--- src/design/art_pkg.sv ---
// ----------------------------------------------------------------------------
// art_pkg
// Types and codes shared by the address region table and its checker.
// ----------------------------------------------------------------------------
package art_pkg;

  localparam int unsigned PAGE_W = 21;
  localparam int unsigned OFFS_W = 20;

  localparam logic [PAGE_W-1:0] SPACE_END_RESET = 21'h10_0000;

  // operation codes
  localparam logic [2:0] F_ADD       = 3'd0;
  localparam logic [2:0] F_FIND      = 3'd1;
  localparam logic [2:0] F_REMOVE    = 3'd2;
  localparam logic [2:0] F_FINDSPACE = 3'd3;
  localparam logic [2:0] F_RESIZE    = 3'd4;
  localparam logic [2:0] F_FAULT     = 3'd5;

  // result status codes
  localparam logic [1:0] ST_OK   = 2'd0;
  localparam logic [1:0] ST_FAIL = 2'd1;
  localparam logic [1:0] ST_FULL = 2'd2;
  localparam logic [1:0] ST_BAD  = 2'd3;

  // access kinds
  localparam logic [1:0] ACC_READ  = 2'd0;
  localparam logic [1:0] ACC_WRITE = 2'd1;

  // configuration register indexes
  localparam logic [1:0] CFG_SPACE_START = 2'd0;
  localparam logic [1:0] CFG_SPACE_END   = 2'd1;

  typedef enum logic [2:0] {
    S_IDLE,
    S_WALK,
    S_DEC,
    S_SHIFT,
    S_COMPACT
  } state_e;

  typedef struct packed {
    logic [PAGE_W-1:0] pg_start;
    logic [PAGE_W-1:0] pg_end;
    logic [2:0]        perm;
  } rec_t;

endpackage

--- src/design/address_region_table.sv ---
// ----------------------------------------------------------------------------
// address_region_table
// Sorted table of page regions with add, find, remove, first-fit search,
// resize and fault checks, run by a sequencer over one compare unit.
// ----------------------------------------------------------------------------
// walks go through the order list one region per cycle behind a
//   two-stage memory read for every item but a rejected one; add then
//   moves the regions above its place up to open it, remove moves the
//   later regions down to close the gap; rejected items answer from idle
// throughput: one item at a time, busy stays high until the result beat
// reset: table empty, space registers at their defaults; no clearing pass
// results are shown for one cycle on result_valid_o; the receiver cannot stall
module address_region_table
  import art_pkg::*;
#(
  parameter int unsigned TABLE_ENTRIES = 16,
  parameter int unsigned PAGE_SHIFT    = 12,
  parameter int unsigned ADDR_BITS     = 32
) (
  input  logic                clk_i,
  input  logic                rst_ni,
  input  logic                cfg_we_i,
  input  logic [1:0]          cfg_idx_i,
  input  logic [PAGE_W-1:0]   cfg_data_i,
  input  logic                start,
  output logic                busy,
  input  logic [2:0]          func_i,
  input  logic [PAGE_W-1:0]   first_page_i,
  input  logic [PAGE_W-1:0]   second_page_i,
  input  logic [2:0]          prot_i,
  input  logic [3:0]          entry_slot_i,
  input  logic [31:0]         address_i,
  input  logic [1:0]          access_type_i,
  output logic                result_valid_o,
  output logic [1:0]          status_o,
  output logic [PAGE_W-1:0]   result_page_o,
  output logic [PAGE_W-1:0]   region_end_page_o,
  output logic [2:0]          region_prot_o,
  output logic [3:0]          region_slot_o,
  output logic [OFFS_W-1:0]   fault_page_offset_o,
  output logic [4:0]          region_count_o
);

  localparam int unsigned SW = (TABLE_ENTRIES > 1) ? $clog2(TABLE_ENTRIES) : 1;
  localparam int unsigned CW = $clog2(TABLE_ENTRIES + 1);
  localparam logic [31:0] AddrMask =
    (ADDR_BITS >= 32) ? 32'hFFFF_FFFF : 32'((64'd1 << ADDR_BITS) - 64'd1);
  localparam logic [CW-1:0] Entries = CW'(TABLE_ENTRIES);

  // memories
  logic [SW-1:0] ord_mem [TABLE_ENTRIES];
  rec_t          rec_mem [TABLE_ENTRIES];
  logic [SW-1:0] ord_rdata_q;
  rec_t          rec_rdata_q;
  logic          ord_we, rec_we;
  logic [SW-1:0] ord_waddr, ord_wdata, ord_raddr, rec_waddr;
  rec_t          rec_wdata;

  state_e state_q, state_d;

  logic [PAGE_W-1:0] sstart_q, send_q;
  logic [TABLE_ENTRIES-1:0] valid_q, valid_d;
  logic [CW-1:0] held_q, held_d;

  // latched item
  logic [2:0]        func_q;
  logic [PAGE_W-1:0] p1_q, p2_q;
  logic [2:0]        prot_q;
  logic [SW-1:0]     slot_q;
  logic [1:0]        acc_q;
  logic [31:0]       page_q;

  // walk pipeline
  logic [CW-1:0] ri_q, ri_d, pos1_q, pos2_q;
  logic          v1_q, v1_d, v2_q, v2_d;
  logic [SW-1:0] slot2_q;

  // search state
  logic              dup_q, dup_d, hit_q, hit_d, after_q, after_d, found_q, found_d;
  logic [SW-1:0]     dup_slot_q, dup_slot_d, hit_slot_q, hit_slot_d;
  rec_t              hit_rec_q, hit_rec_d;
  logic [CW-1:0]     ins_pos_q, ins_pos_d, fs_q, fs_d, d_q, d_d, wdest_q, wdest_d;
  logic              pend_q, pend_d;
  logic [PAGE_W-1:0] ge_q, ge_d, st_q, st_d;

  // result registers
  logic              res_fire, rv_q;
  logic [1:0]        res_status, status_q;
  logic [PAGE_W-1:0] res_page, page_oq, res_end, end_oq;
  logic [2:0]        res_prot, prot_oq;
  logic [SW-1:0]     res_slot;
  logic [3:0]        slot_oq;
  logic [OFFS_W-1:0] res_offs, offs_oq;
  logic [4:0]        count_oq;

  // shared flags
  logic              accept, slot_ok_in, pre_done, range_bad, fs_ovf;
  logic [PAGE_W-1:0] st0;
  logic              e_hit, e_fit, drained, fs_done, walk_stop, walk_leave;
  logic              full, shift_end, compact_end, perm_ok, rs_ok;
  logic [PAGE_W:0]   st_len;

  assign accept     = start && (state_q == S_IDLE);
  assign slot_ok_in = (32'(entry_slot_i) < TABLE_ENTRIES) && valid_q[SW'(entry_slot_i)];
  assign st0        = (first_page_i < sstart_q) ? sstart_q : first_page_i;
  assign fs_ovf     = ({1'b0, st0} + {1'b0, second_page_i}) > {1'b0, send_q};
  assign range_bad  = (first_page_i < sstart_q) || (second_page_i > send_q) ||
                      (second_page_i < first_page_i);

  always_comb begin
    unique case (func_i)
      F_ADD:                pre_done = range_bad;
      F_FIND, F_FAULT:      pre_done = 1'b0;
      F_REMOVE, F_RESIZE:   pre_done = !slot_ok_in;
      F_FINDSPACE:          pre_done = fs_ovf || (held_q == '0);
      default:              pre_done = 1'b1;
    endcase
  end

  // the shared compare unit looks at one region per cycle
  assign st_len  = {1'b0, st_q} + {1'b0, p2_q};
  assign e_hit   = ({11'b0, rec_rdata_q.pg_start} <= page_q) &&
                   (page_q < {11'b0, rec_rdata_q.pg_end});
  assign e_fit   = st_len <= {1'b0, rec_rdata_q.pg_start};
  assign drained = !v1_q && !v2_q && (ri_q >= held_q);
  assign fs_done = (fs_q >= Entries) || !valid_q[SW'(fs_q)];

  always_comb begin
    unique case (func_q)
      F_FIND, F_FAULT: walk_stop = v2_q && e_hit;
      F_REMOVE:        walk_stop = v2_q && (slot2_q == slot_q);
      F_RESIZE:        walk_stop = v2_q && after_q;
      F_FINDSPACE:     walk_stop = v2_q && e_fit;
      default:         walk_stop = 1'b0;
    endcase
  end

  assign walk_leave  = walk_stop || (drained && ((func_q != F_ADD) || fs_done));
  assign full        = held_q >= Entries;
  assign shift_end   = (d_q == ins_pos_q) && !pend_q;
  assign compact_end = (({1'b0, d_q} + 1'b1) >= {1'b0, held_q}) && !pend_q;

  assign perm_ok = (hit_rec_q.perm != 3'd0) &&
                   !((acc_q == ACC_WRITE) && !hit_rec_q.perm[1]) &&
                   !((acc_q == ACC_READ) && !hit_rec_q.perm[0]);
  assign rs_ok   = (p2_q > hit_rec_q.pg_end) ? (p2_q <= ge_q)
                                             : (p2_q >= hit_rec_q.pg_start);

  // next state
  always_comb begin
    state_d = state_q;
    unique case (state_q)
      S_IDLE: begin
        if (accept && !pre_done) state_d = S_WALK;
      end
      S_WALK: begin
        if (walk_leave) state_d = S_DEC;
      end
      S_DEC: begin
        if (func_q == F_ADD) begin
          state_d = (!dup_q && !full) ? S_SHIFT : S_IDLE;
        end else if (func_q == F_REMOVE) begin
          state_d = S_COMPACT;
        end else begin
          state_d = S_IDLE;
        end
      end
      S_SHIFT: begin
        if (shift_end) state_d = S_IDLE;
      end
      S_COMPACT: begin
        if (compact_end) state_d = S_IDLE;
      end
      default: state_d = S_IDLE;
    endcase
  end

  // datapath and outputs
  always_comb begin
    valid_d    = valid_q;
    held_d     = held_q;
    ri_d       = ri_q;
    v1_d       = 1'b0;
    v2_d       = 1'b0;
    dup_d      = dup_q;
    dup_slot_d = dup_slot_q;
    hit_d      = hit_q;
    hit_slot_d = hit_slot_q;
    hit_rec_d  = hit_rec_q;
    after_d    = after_q;
    found_d    = found_q;
    ins_pos_d  = ins_pos_q;
    fs_d       = fs_q;
    d_d        = d_q;
    wdest_d    = wdest_q;
    pend_d     = 1'b0;
    ge_d       = ge_q;
    st_d       = st_q;
    ord_we     = 1'b0;
    ord_waddr  = SW'(wdest_q);
    ord_wdata  = ord_rdata_q;
    ord_raddr  = SW'(ri_q);
    rec_we     = 1'b0;
    rec_waddr  = slot_q;
    rec_wdata  = '{pg_start: hit_rec_q.pg_start, pg_end: p2_q, perm: hit_rec_q.perm};
    res_fire   = 1'b0;
    res_status = ST_FAIL;
    res_page   = '0;
    res_end    = '0;
    res_prot   = '0;
    res_slot   = '0;
    res_offs   = '0;

    unique case (state_q)
      S_IDLE: begin
        dup_d   = 1'b0;
        hit_d   = 1'b0;
        after_d = 1'b0;
        found_d = 1'b0;
        ins_pos_d = '0;
        fs_d    = '0;
        ri_d    = '0;
        ge_d    = send_q;
        st_d    = st0;
        if (accept && pre_done) begin
          res_fire = 1'b1;
          if (func_i == F_ADD) begin
            res_status = ST_BAD;
          end else if ((func_i == F_FINDSPACE) && !fs_ovf) begin
            res_status = ST_OK;
            res_page   = st0;
          end
        end
      end
      S_WALK: begin
        ord_raddr = SW'(ri_q);
        if (!walk_leave) begin
          v1_d = ri_q < held_q;
          v2_d = v1_q;
          if (ri_q < held_q) ri_d = ri_q + 1'b1;
        end
        if ((func_q == F_ADD) && !fs_done) fs_d = fs_q + 1'b1;
        if (v2_q) begin
          unique case (func_q)
            F_ADD: begin
              if (rec_rdata_q.pg_start == p1_q) begin
                dup_d      = 1'b1;
                dup_slot_d = slot2_q;
              end
              if (rec_rdata_q.pg_start < p1_q) ins_pos_d = pos2_q + 1'b1;
            end
            F_FIND, F_FAULT: begin
              if (e_hit) begin
                hit_d      = 1'b1;
                hit_rec_d  = rec_rdata_q;
                hit_slot_d = slot2_q;
              end
            end
            F_REMOVE: begin
              if (slot2_q == slot_q) begin
                hit_rec_d = rec_rdata_q;
                d_d       = pos2_q;
              end
            end
            F_RESIZE: begin
              if (after_q) begin
                ge_d = rec_rdata_q.pg_start;
              end else if (slot2_q == slot_q) begin
                hit_rec_d = rec_rdata_q;
                after_d   = 1'b1;
              end
            end
            F_FINDSPACE: begin
              if (e_fit) begin
                found_d = 1'b1;
              end else if (st_q < rec_rdata_q.pg_end) begin
                st_d = rec_rdata_q.pg_end;
              end
            end
            default: ;
          endcase
        end
      end
      S_DEC: begin
        d_d = (func_q == F_ADD) ? held_q : d_q;
        unique case (func_q)
          F_ADD: begin
            if (dup_q) begin
              res_fire   = 1'b1;
              res_status = ST_BAD;
              res_slot   = dup_slot_q;
            end else if (full) begin
              res_fire   = 1'b1;
              res_status = ST_FULL;
            end
          end
          F_FIND, F_FAULT: begin
            res_fire = 1'b1;
            if (hit_q && ((func_q == F_FIND) || perm_ok)) begin
              res_status = ST_OK;
              res_page   = hit_rec_q.pg_start;
              res_end    = hit_rec_q.pg_end;
              res_prot   = hit_rec_q.perm;
              res_slot   = hit_slot_q;
              if (func_q == F_FAULT) begin
                res_offs = OFFS_W'(page_q - {11'b0, hit_rec_q.pg_start});
              end
            end
          end
          F_FINDSPACE: begin
            res_fire = 1'b1;
            if (found_q || (st_len <= {1'b0, send_q})) begin
              res_status = ST_OK;
              res_page   = st_q;
            end
          end
          F_RESIZE: begin
            res_fire   = 1'b1;
            res_page   = hit_rec_q.pg_start;
            res_end    = hit_rec_q.pg_end;
            res_prot   = hit_rec_q.perm;
            res_slot   = slot_q;
            if (rs_ok) begin
              res_status = ST_OK;
              res_end    = p2_q;
              rec_we     = 1'b1;
            end
          end
          default: ;
        endcase
      end
      S_SHIFT: begin
        // move order entries up by one, from the tail down to the insert point
        ord_raddr = SW'(d_q - 1'b1);
        if (pend_q) begin
          ord_we = 1'b1;
        end
        if (d_q > ins_pos_q) begin
          pend_d  = 1'b1;
          wdest_d = d_q;
          d_d     = d_q - 1'b1;
        end
        if (shift_end) begin
          ord_we     = 1'b1;
          ord_waddr  = SW'(ins_pos_q);
          ord_wdata  = SW'(fs_q);
          rec_we     = 1'b1;
          rec_waddr  = SW'(fs_q);
          rec_wdata  = '{pg_start: p1_q, pg_end: p2_q, perm: prot_q};
          valid_d[SW'(fs_q)] = 1'b1;
          held_d     = held_q + 1'b1;
          res_fire   = 1'b1;
          res_status = ST_OK;
          res_page   = p1_q;
          res_end    = p2_q;
          res_prot   = prot_q;
          res_slot   = SW'(fs_q);
        end
      end
      S_COMPACT: begin
        // close the gap left by the removed entry
        ord_raddr = SW'(d_q + 1'b1);
        if (pend_q) begin
          ord_we = 1'b1;
        end
        if (({1'b0, d_q} + 1'b1) < {1'b0, held_q}) begin
          pend_d  = 1'b1;
          wdest_d = d_q;
          d_d     = d_q + 1'b1;
        end
        if (compact_end) begin
          valid_d[slot_q] = 1'b0;
          held_d     = held_q - 1'b1;
          res_fire   = 1'b1;
          res_status = ST_OK;
          res_page   = hit_rec_q.pg_start;
          res_end    = hit_rec_q.pg_end;
          res_prot   = hit_rec_q.perm;
          res_slot   = slot_q;
        end
      end
      default: ;
    endcase
  end

  always_ff @(posedge clk_i) begin
    if (ord_we) ord_mem[ord_waddr] <= ord_wdata;
    ord_rdata_q <= ord_mem[ord_raddr];
  end

  always_ff @(posedge clk_i) begin
    if (rec_we) rec_mem[rec_waddr] <= rec_wdata;
    rec_rdata_q <= rec_mem[ord_rdata_q];
  end

  always_ff @(posedge clk_i or negedge rst_ni) begin
    if (!rst_ni) begin
      state_q  <= S_IDLE;
      sstart_q <= '0;
      send_q   <= SPACE_END_RESET;
      valid_q  <= '0;
      held_q   <= '0;
      v1_q     <= 1'b0;
      v2_q     <= 1'b0;
      pend_q   <= 1'b0;
      rv_q     <= 1'b0;
    end else begin
      state_q <= state_d;
      if (cfg_we_i && (cfg_idx_i == CFG_SPACE_START)) sstart_q <= cfg_data_i;
      if (cfg_we_i && (cfg_idx_i == CFG_SPACE_END)) send_q <= cfg_data_i;
      valid_q <= valid_d;
      held_q  <= held_d;
      v1_q    <= v1_d;
      v2_q    <= v2_d;
      pend_q  <= pend_d;
      rv_q    <= res_fire;
    end
  end

  always_ff @(posedge clk_i) begin
    if (accept) begin
      func_q <= func_i;
      p1_q   <= first_page_i;
      p2_q   <= second_page_i;
      prot_q <= prot_i;
      slot_q <= SW'(entry_slot_i);
      acc_q  <= access_type_i;
      page_q <= (address_i & AddrMask) >> PAGE_SHIFT;
    end
    ri_q       <= ri_d;
    pos1_q     <= ri_q;
    pos2_q     <= pos1_q;
    slot2_q    <= ord_rdata_q;
    dup_q      <= dup_d;
    dup_slot_q <= dup_slot_d;
    hit_q      <= hit_d;
    hit_slot_q <= hit_slot_d;
    hit_rec_q  <= hit_rec_d;
    after_q    <= after_d;
    found_q    <= found_d;
    ins_pos_q  <= ins_pos_d;
    fs_q       <= fs_d;
    d_q        <= d_d;
    wdest_q    <= wdest_d;
    ge_q       <= ge_d;
    st_q       <= st_d;
    if (res_fire) begin
      status_q <= res_status;
      page_oq  <= res_page;
      end_oq   <= res_end;
      prot_oq  <= res_prot;
      slot_oq  <= 4'(res_slot);
      offs_oq  <= res_offs;
      count_oq <= 5'(held_d);
    end
  end

  assign busy                = state_q != S_IDLE;
  assign result_valid_o      = rv_q;
  assign status_o            = status_q;
  assign result_page_o       = page_oq;
  assign region_end_page_o   = end_oq;
  assign region_prot_o       = prot_oq;
  assign region_slot_o       = slot_oq;
  assign fault_page_offset_o = offs_oq;
  assign region_count_o      = count_oq;

endmodule

--- config.mk ---
export PLATFORM = sky130hd
export DESIGN_NAME = address_region_table
export DESIGN_NICKNAME = d
export VERILOG_FILES = /design/src/design/art_pkg.sv /design/src/design/address_region_table.sv
export SDC_FILE = /design/constraint.sdc
export NUM_CORES = 2
export LEC_CHECK = 0
export ABC_CLOCK_PERIOD_IN_PS = 14210
export BUFFER_PORTS_ARGS = -buffer_cell sky130_fd_sc_hd__buf_2
export CORE_AREA = 2 2 374 376
export DETAILED_ROUTE_END_ITERATION = 8
export DIE_AREA = 0 0 376 378
export GPL_TIMING_DRIVEN = 0
export PLACE_DENSITY = 0.51
export SYNTH_ARGS = -nofsm -noshare
export SYNTH_HDL_FRONTEND = slang
export SYNTH_SLANG_ARGS = --single-unit
--- constraint.sdc ---
create_clock -name clk_i -period 14.21 [get_ports clk_i]
set_input_delay 1.421 -clock clk_i [delete_from_list [all_inputs] [get_ports clk_i]]
set_output_delay 1.421 -clock clk_i [all_outputs]
set_load 0.01 [all_outputs]
==> impl_results.md <==
- Critical path peak fanout: 10
- Post-Syn Nets: 4051
- Die Wd: between 300 and 400 um
- Clk sinks: 1190
- Final slew viol count: 0
- Largest net degree at the start of global routing: 56
- Worst path required time: about 15000 ps
- # DRC: 0
- Maximum vdd drop: 0.1121 mV
- Hpwl dp: 129600 um
- Initial DRC Count: 3476
- Vias in the first global route: 32569
- Max Clk Rate: 0.1033 GHz
- Die ar.: 0.1421 sq mm
- DR WL met3: 13420 um
- CTS max path bufs: 3
- Hold_buf cts: 0
- # IOs: about 190
- Worst Tran Pin Value: roughly 1500 ps
- CTS tree: built
- Leak: 23.48 nW
- Count of flip-flops with a built-in enable after synthesis: 1057
- Register area share after synthesis: 63.37%
- Final worst-path setup slack: 4527 ps
- Hold slack: 324.7 ps
- Arrival time at the worst endpoint: 10160 ps
- CP peak stage delay: slightly above 600 ps
- Yosys cell types: between 90 and 100
- Clk slew on worst S/H paths: 60 ps
- FFs w/ async S/R, synth: 5.882%
- Hold WC Path Type: flip-flop to flip-flop
- Routed via count: approximately 34000
- Crit end category: flip-flop
- First-pass GRT wire length: 246100 um
- R2R depth: 34
- Wire length on met1: 78640 um
- # fillers: between 10000 and 15000
- Total Wirelength: 174400 um
- Worst Hold Depth: 0
- Final Hold Fails: 0
- CP Launch Type: input port
- Routed length per instance: 29.63 um
- Met2 Routed Length: 78580 um
- Pwr Density: between 150 and 200 mW/mm^2
- Status: completed
- Remaining Overflow, GRT: 0
- Setup TNS: 0 ps
- CP dominant cell by count: buf_4
- Initial antenna violation count: 8
- R2r setup slk: 4910 ps
- Die height: approximately 380 um
- Synth Cell Area: 0.05485 sq mm
- Worst rel slew slack: ~2.2%
- RSZ-0062 raised after global routing: false
- GP Congestion: 0.8998
- Worst R2R End: region_prot_o[0]$_DFFE_PP_
- Area Overhead vs Synth: 16.04%
- Gr usage total: about 25%
- Highest routed layer: met5
- Final core occ: approximately 46%
- Root buf cell: clkbuf_16
- Crit Path Category: input port to flip-flop
- Pre-antenna DRT Iters: 6
- Buffer count from post-CTS setup fixing: 0
- Yosys warns: 0
- H-tree depth: 4
- Core area: 0.1385 sq mm
- Final setup vio count: 0
- Antenna-violating nets left: 0
- Critical path's slowest cell: a2111oi_0
- Layout cells sized above 1: 19.14%
- # resized after CTS: 0
- Placed cell count: roughly 5600
- Number of core rows: 137
- Tcrit/Tclk final: between 60% and 70%
- Initial core utilization: 39.60%
- Port Buf Inserts: ~180
- Worst Skew: 46.88 ps
- FF+latch count, synth: 1190
- Syn Inst Count: 3581
- DP Worst Slack: about 3900 ps
- CTS buffer count: 134
- R2R Path Start: sstart_q[10]$_DFFE_PN0P_
- WHS Endpoint: pos2_q[2]$_DFF_P_
- Nets@finish: 4436
- Hold Startpoint: pos1_q[2]$_DFF_P_
- Final min period: 9683 ps
- Worst-Skew Late Latency: 790 ps
- Main flop type after synthesis: edfxtp_1
- Vias per std cell: 5.700
- Post-Syn Area per Cell: 15.32 sq um
- Max Cap Viol: 0
- Cell Count, Final, Fillers Out: 5885
-- cells by family after synthesis --
logic type	count (synthesis)	share of synthesized area, %
xor gates and xnor gates	72	1.150
AOI/OAI and AO/OA	666	8.130
DFF	1190	63.37
muxes	314	11.21
adders and majority gates	358	8.206
buffers and inverters	367	2.608
and+or+nand+nor	614	5.327
-- critical path: cells and delay by family --
kind	cells	cell delay (ps)
adder cells (fa/ha/maj)	3	940
AND/OR/NAND/NOR	8	1450
XOR/XNOR	1	150
buffers and inverters	8	1780
AO/OA/AOI/OAI	13	3920
multiplexers	1	450
-- flip-flops by register name, summed over array words and instances, names as in the netlist, 16 cells and up --
name                 count
ord_mem                 64
valid_q                 16
result_page_o           21
fault_page_offset_o     20
rec_mem                720
hit_rec_q               45
p1_q                    21
page_q                  20
send_q                  21
rec_rdata_q             45
region_end_page_o       21
st_q                    21
ge_q                    21
sstart_q                21
p2_q                    21
-- metrics by stage --
| stage | area [sq um] | total power (W) |
|---|---|---|
| after floorplan | 54850 | 0.007508 |
| after detailed placement | 59320 | 0.009203 |
| after CTS | 63630 | 0.01264 |
| final | 63640 | 0.01258 |
| after global routing | 63630 | 0.01322 |
| after global placement | 58000 | 0.009165 |
-- layer usage --
layer / GRT usage [%] / vias up
met3: 5.500 / 233
li1: - / 14820
met2: 37.52 / 1239
met4: 5.925 / 4
met1: 35.54 / 17246
met5: 0 / -
-- cell type report --
cell class / count / area [sq um] / share of cell area [%]
Clock buffer: 185 / 3727 / 5.857
Clock inverter: 60 / 583.1 / 0.9162
Sequential cell: 1190 / 34750 / 54.61
Tap cell: 1807 / 2261 / 3.553
Inverter: 247 / 929.6 / 1.461
Buffer: 120 / 506.7 / 0.7962
Multi-Input combinational cell: 2024 / 18810 / 29.56
Timing Repair Buffer: 249 / 2061 / 3.238
Antenna cell: 3 / 7.507 / 0.01180
-- cell usage in the layout, fill, tap and decap left out, drive strengths merged, types with 28 or more instances in the layout --
master	instances
edfxtp	1057
ha	354
buf	293
clkbuf	261
inv	255
mux4	235
nor2	188
nand2	172
o21ai	171
a21oi	164
a21o	72
dfrtp	69
dfxtp	63
nand3	54
clkinv	45
xnor2	44
mux2	41
nor2b	39
mux2i	38
nand4	37
xor2	28
-- synth_stat cells (26+ instances only) --
cell type,count,share of area (%)
edfxtp_1,1057,58
ha_1,354,8.1
inv_1,245,1.7
mux4_2,231,9.5
nor2_1,186,1.3
nand2_1,169,1.2
a21oi_1,163,1.5
o21ai_0,145,1.3
clkbuf_1,75,0.51
a21o_1,72,0.99
dfrtp_1,69,3.1
dfxtp_1,63,2.3
nand3_1,54,0.49
xnor2_1,44,0.70
nor2b_1,39,0.44
mux2i_1,38,0.69
nand4_1,37,0.42
mux2_2,29,0.60
xor2_1,28,0.45
o21ai_1,26,0.24
-- worst max-delay path by stage --
stage	from	slack, ps	endpoint	depth (start not counted)
final	first_page_i[10]	4530	region_prot_o[0]$_DFFE_PP_	34
after global routing	first_page_i[10]	4100	region_prot_o[1]$_DFFE_PP_	33
after CTS	first_page_i[10]	4680	region_prot_o[0]$_DFFE_PP_	34
after detailed placement	first_page_i[10]	3910	region_end_page_o[6]$_DFFE_PP_	33
after global placement	first_page_i[10]	-1150	result_valid_o$_DFF_PN0_	28
after floorplan	first_page_i[14]	3930	fault_page_offset_o[0]$_SDFFCE_PN0P_	28
-- where the power goes --
part / switching [W] / internal (W) / leakage [nW]
Clock: 0.00147 / 0.00195 / 2.11
Combinational: 0.00258 / 0.00178 / 10.3
Sequential: 0.000465 / 0.00435 / 11.1
(Power assumes the default switching activity.)
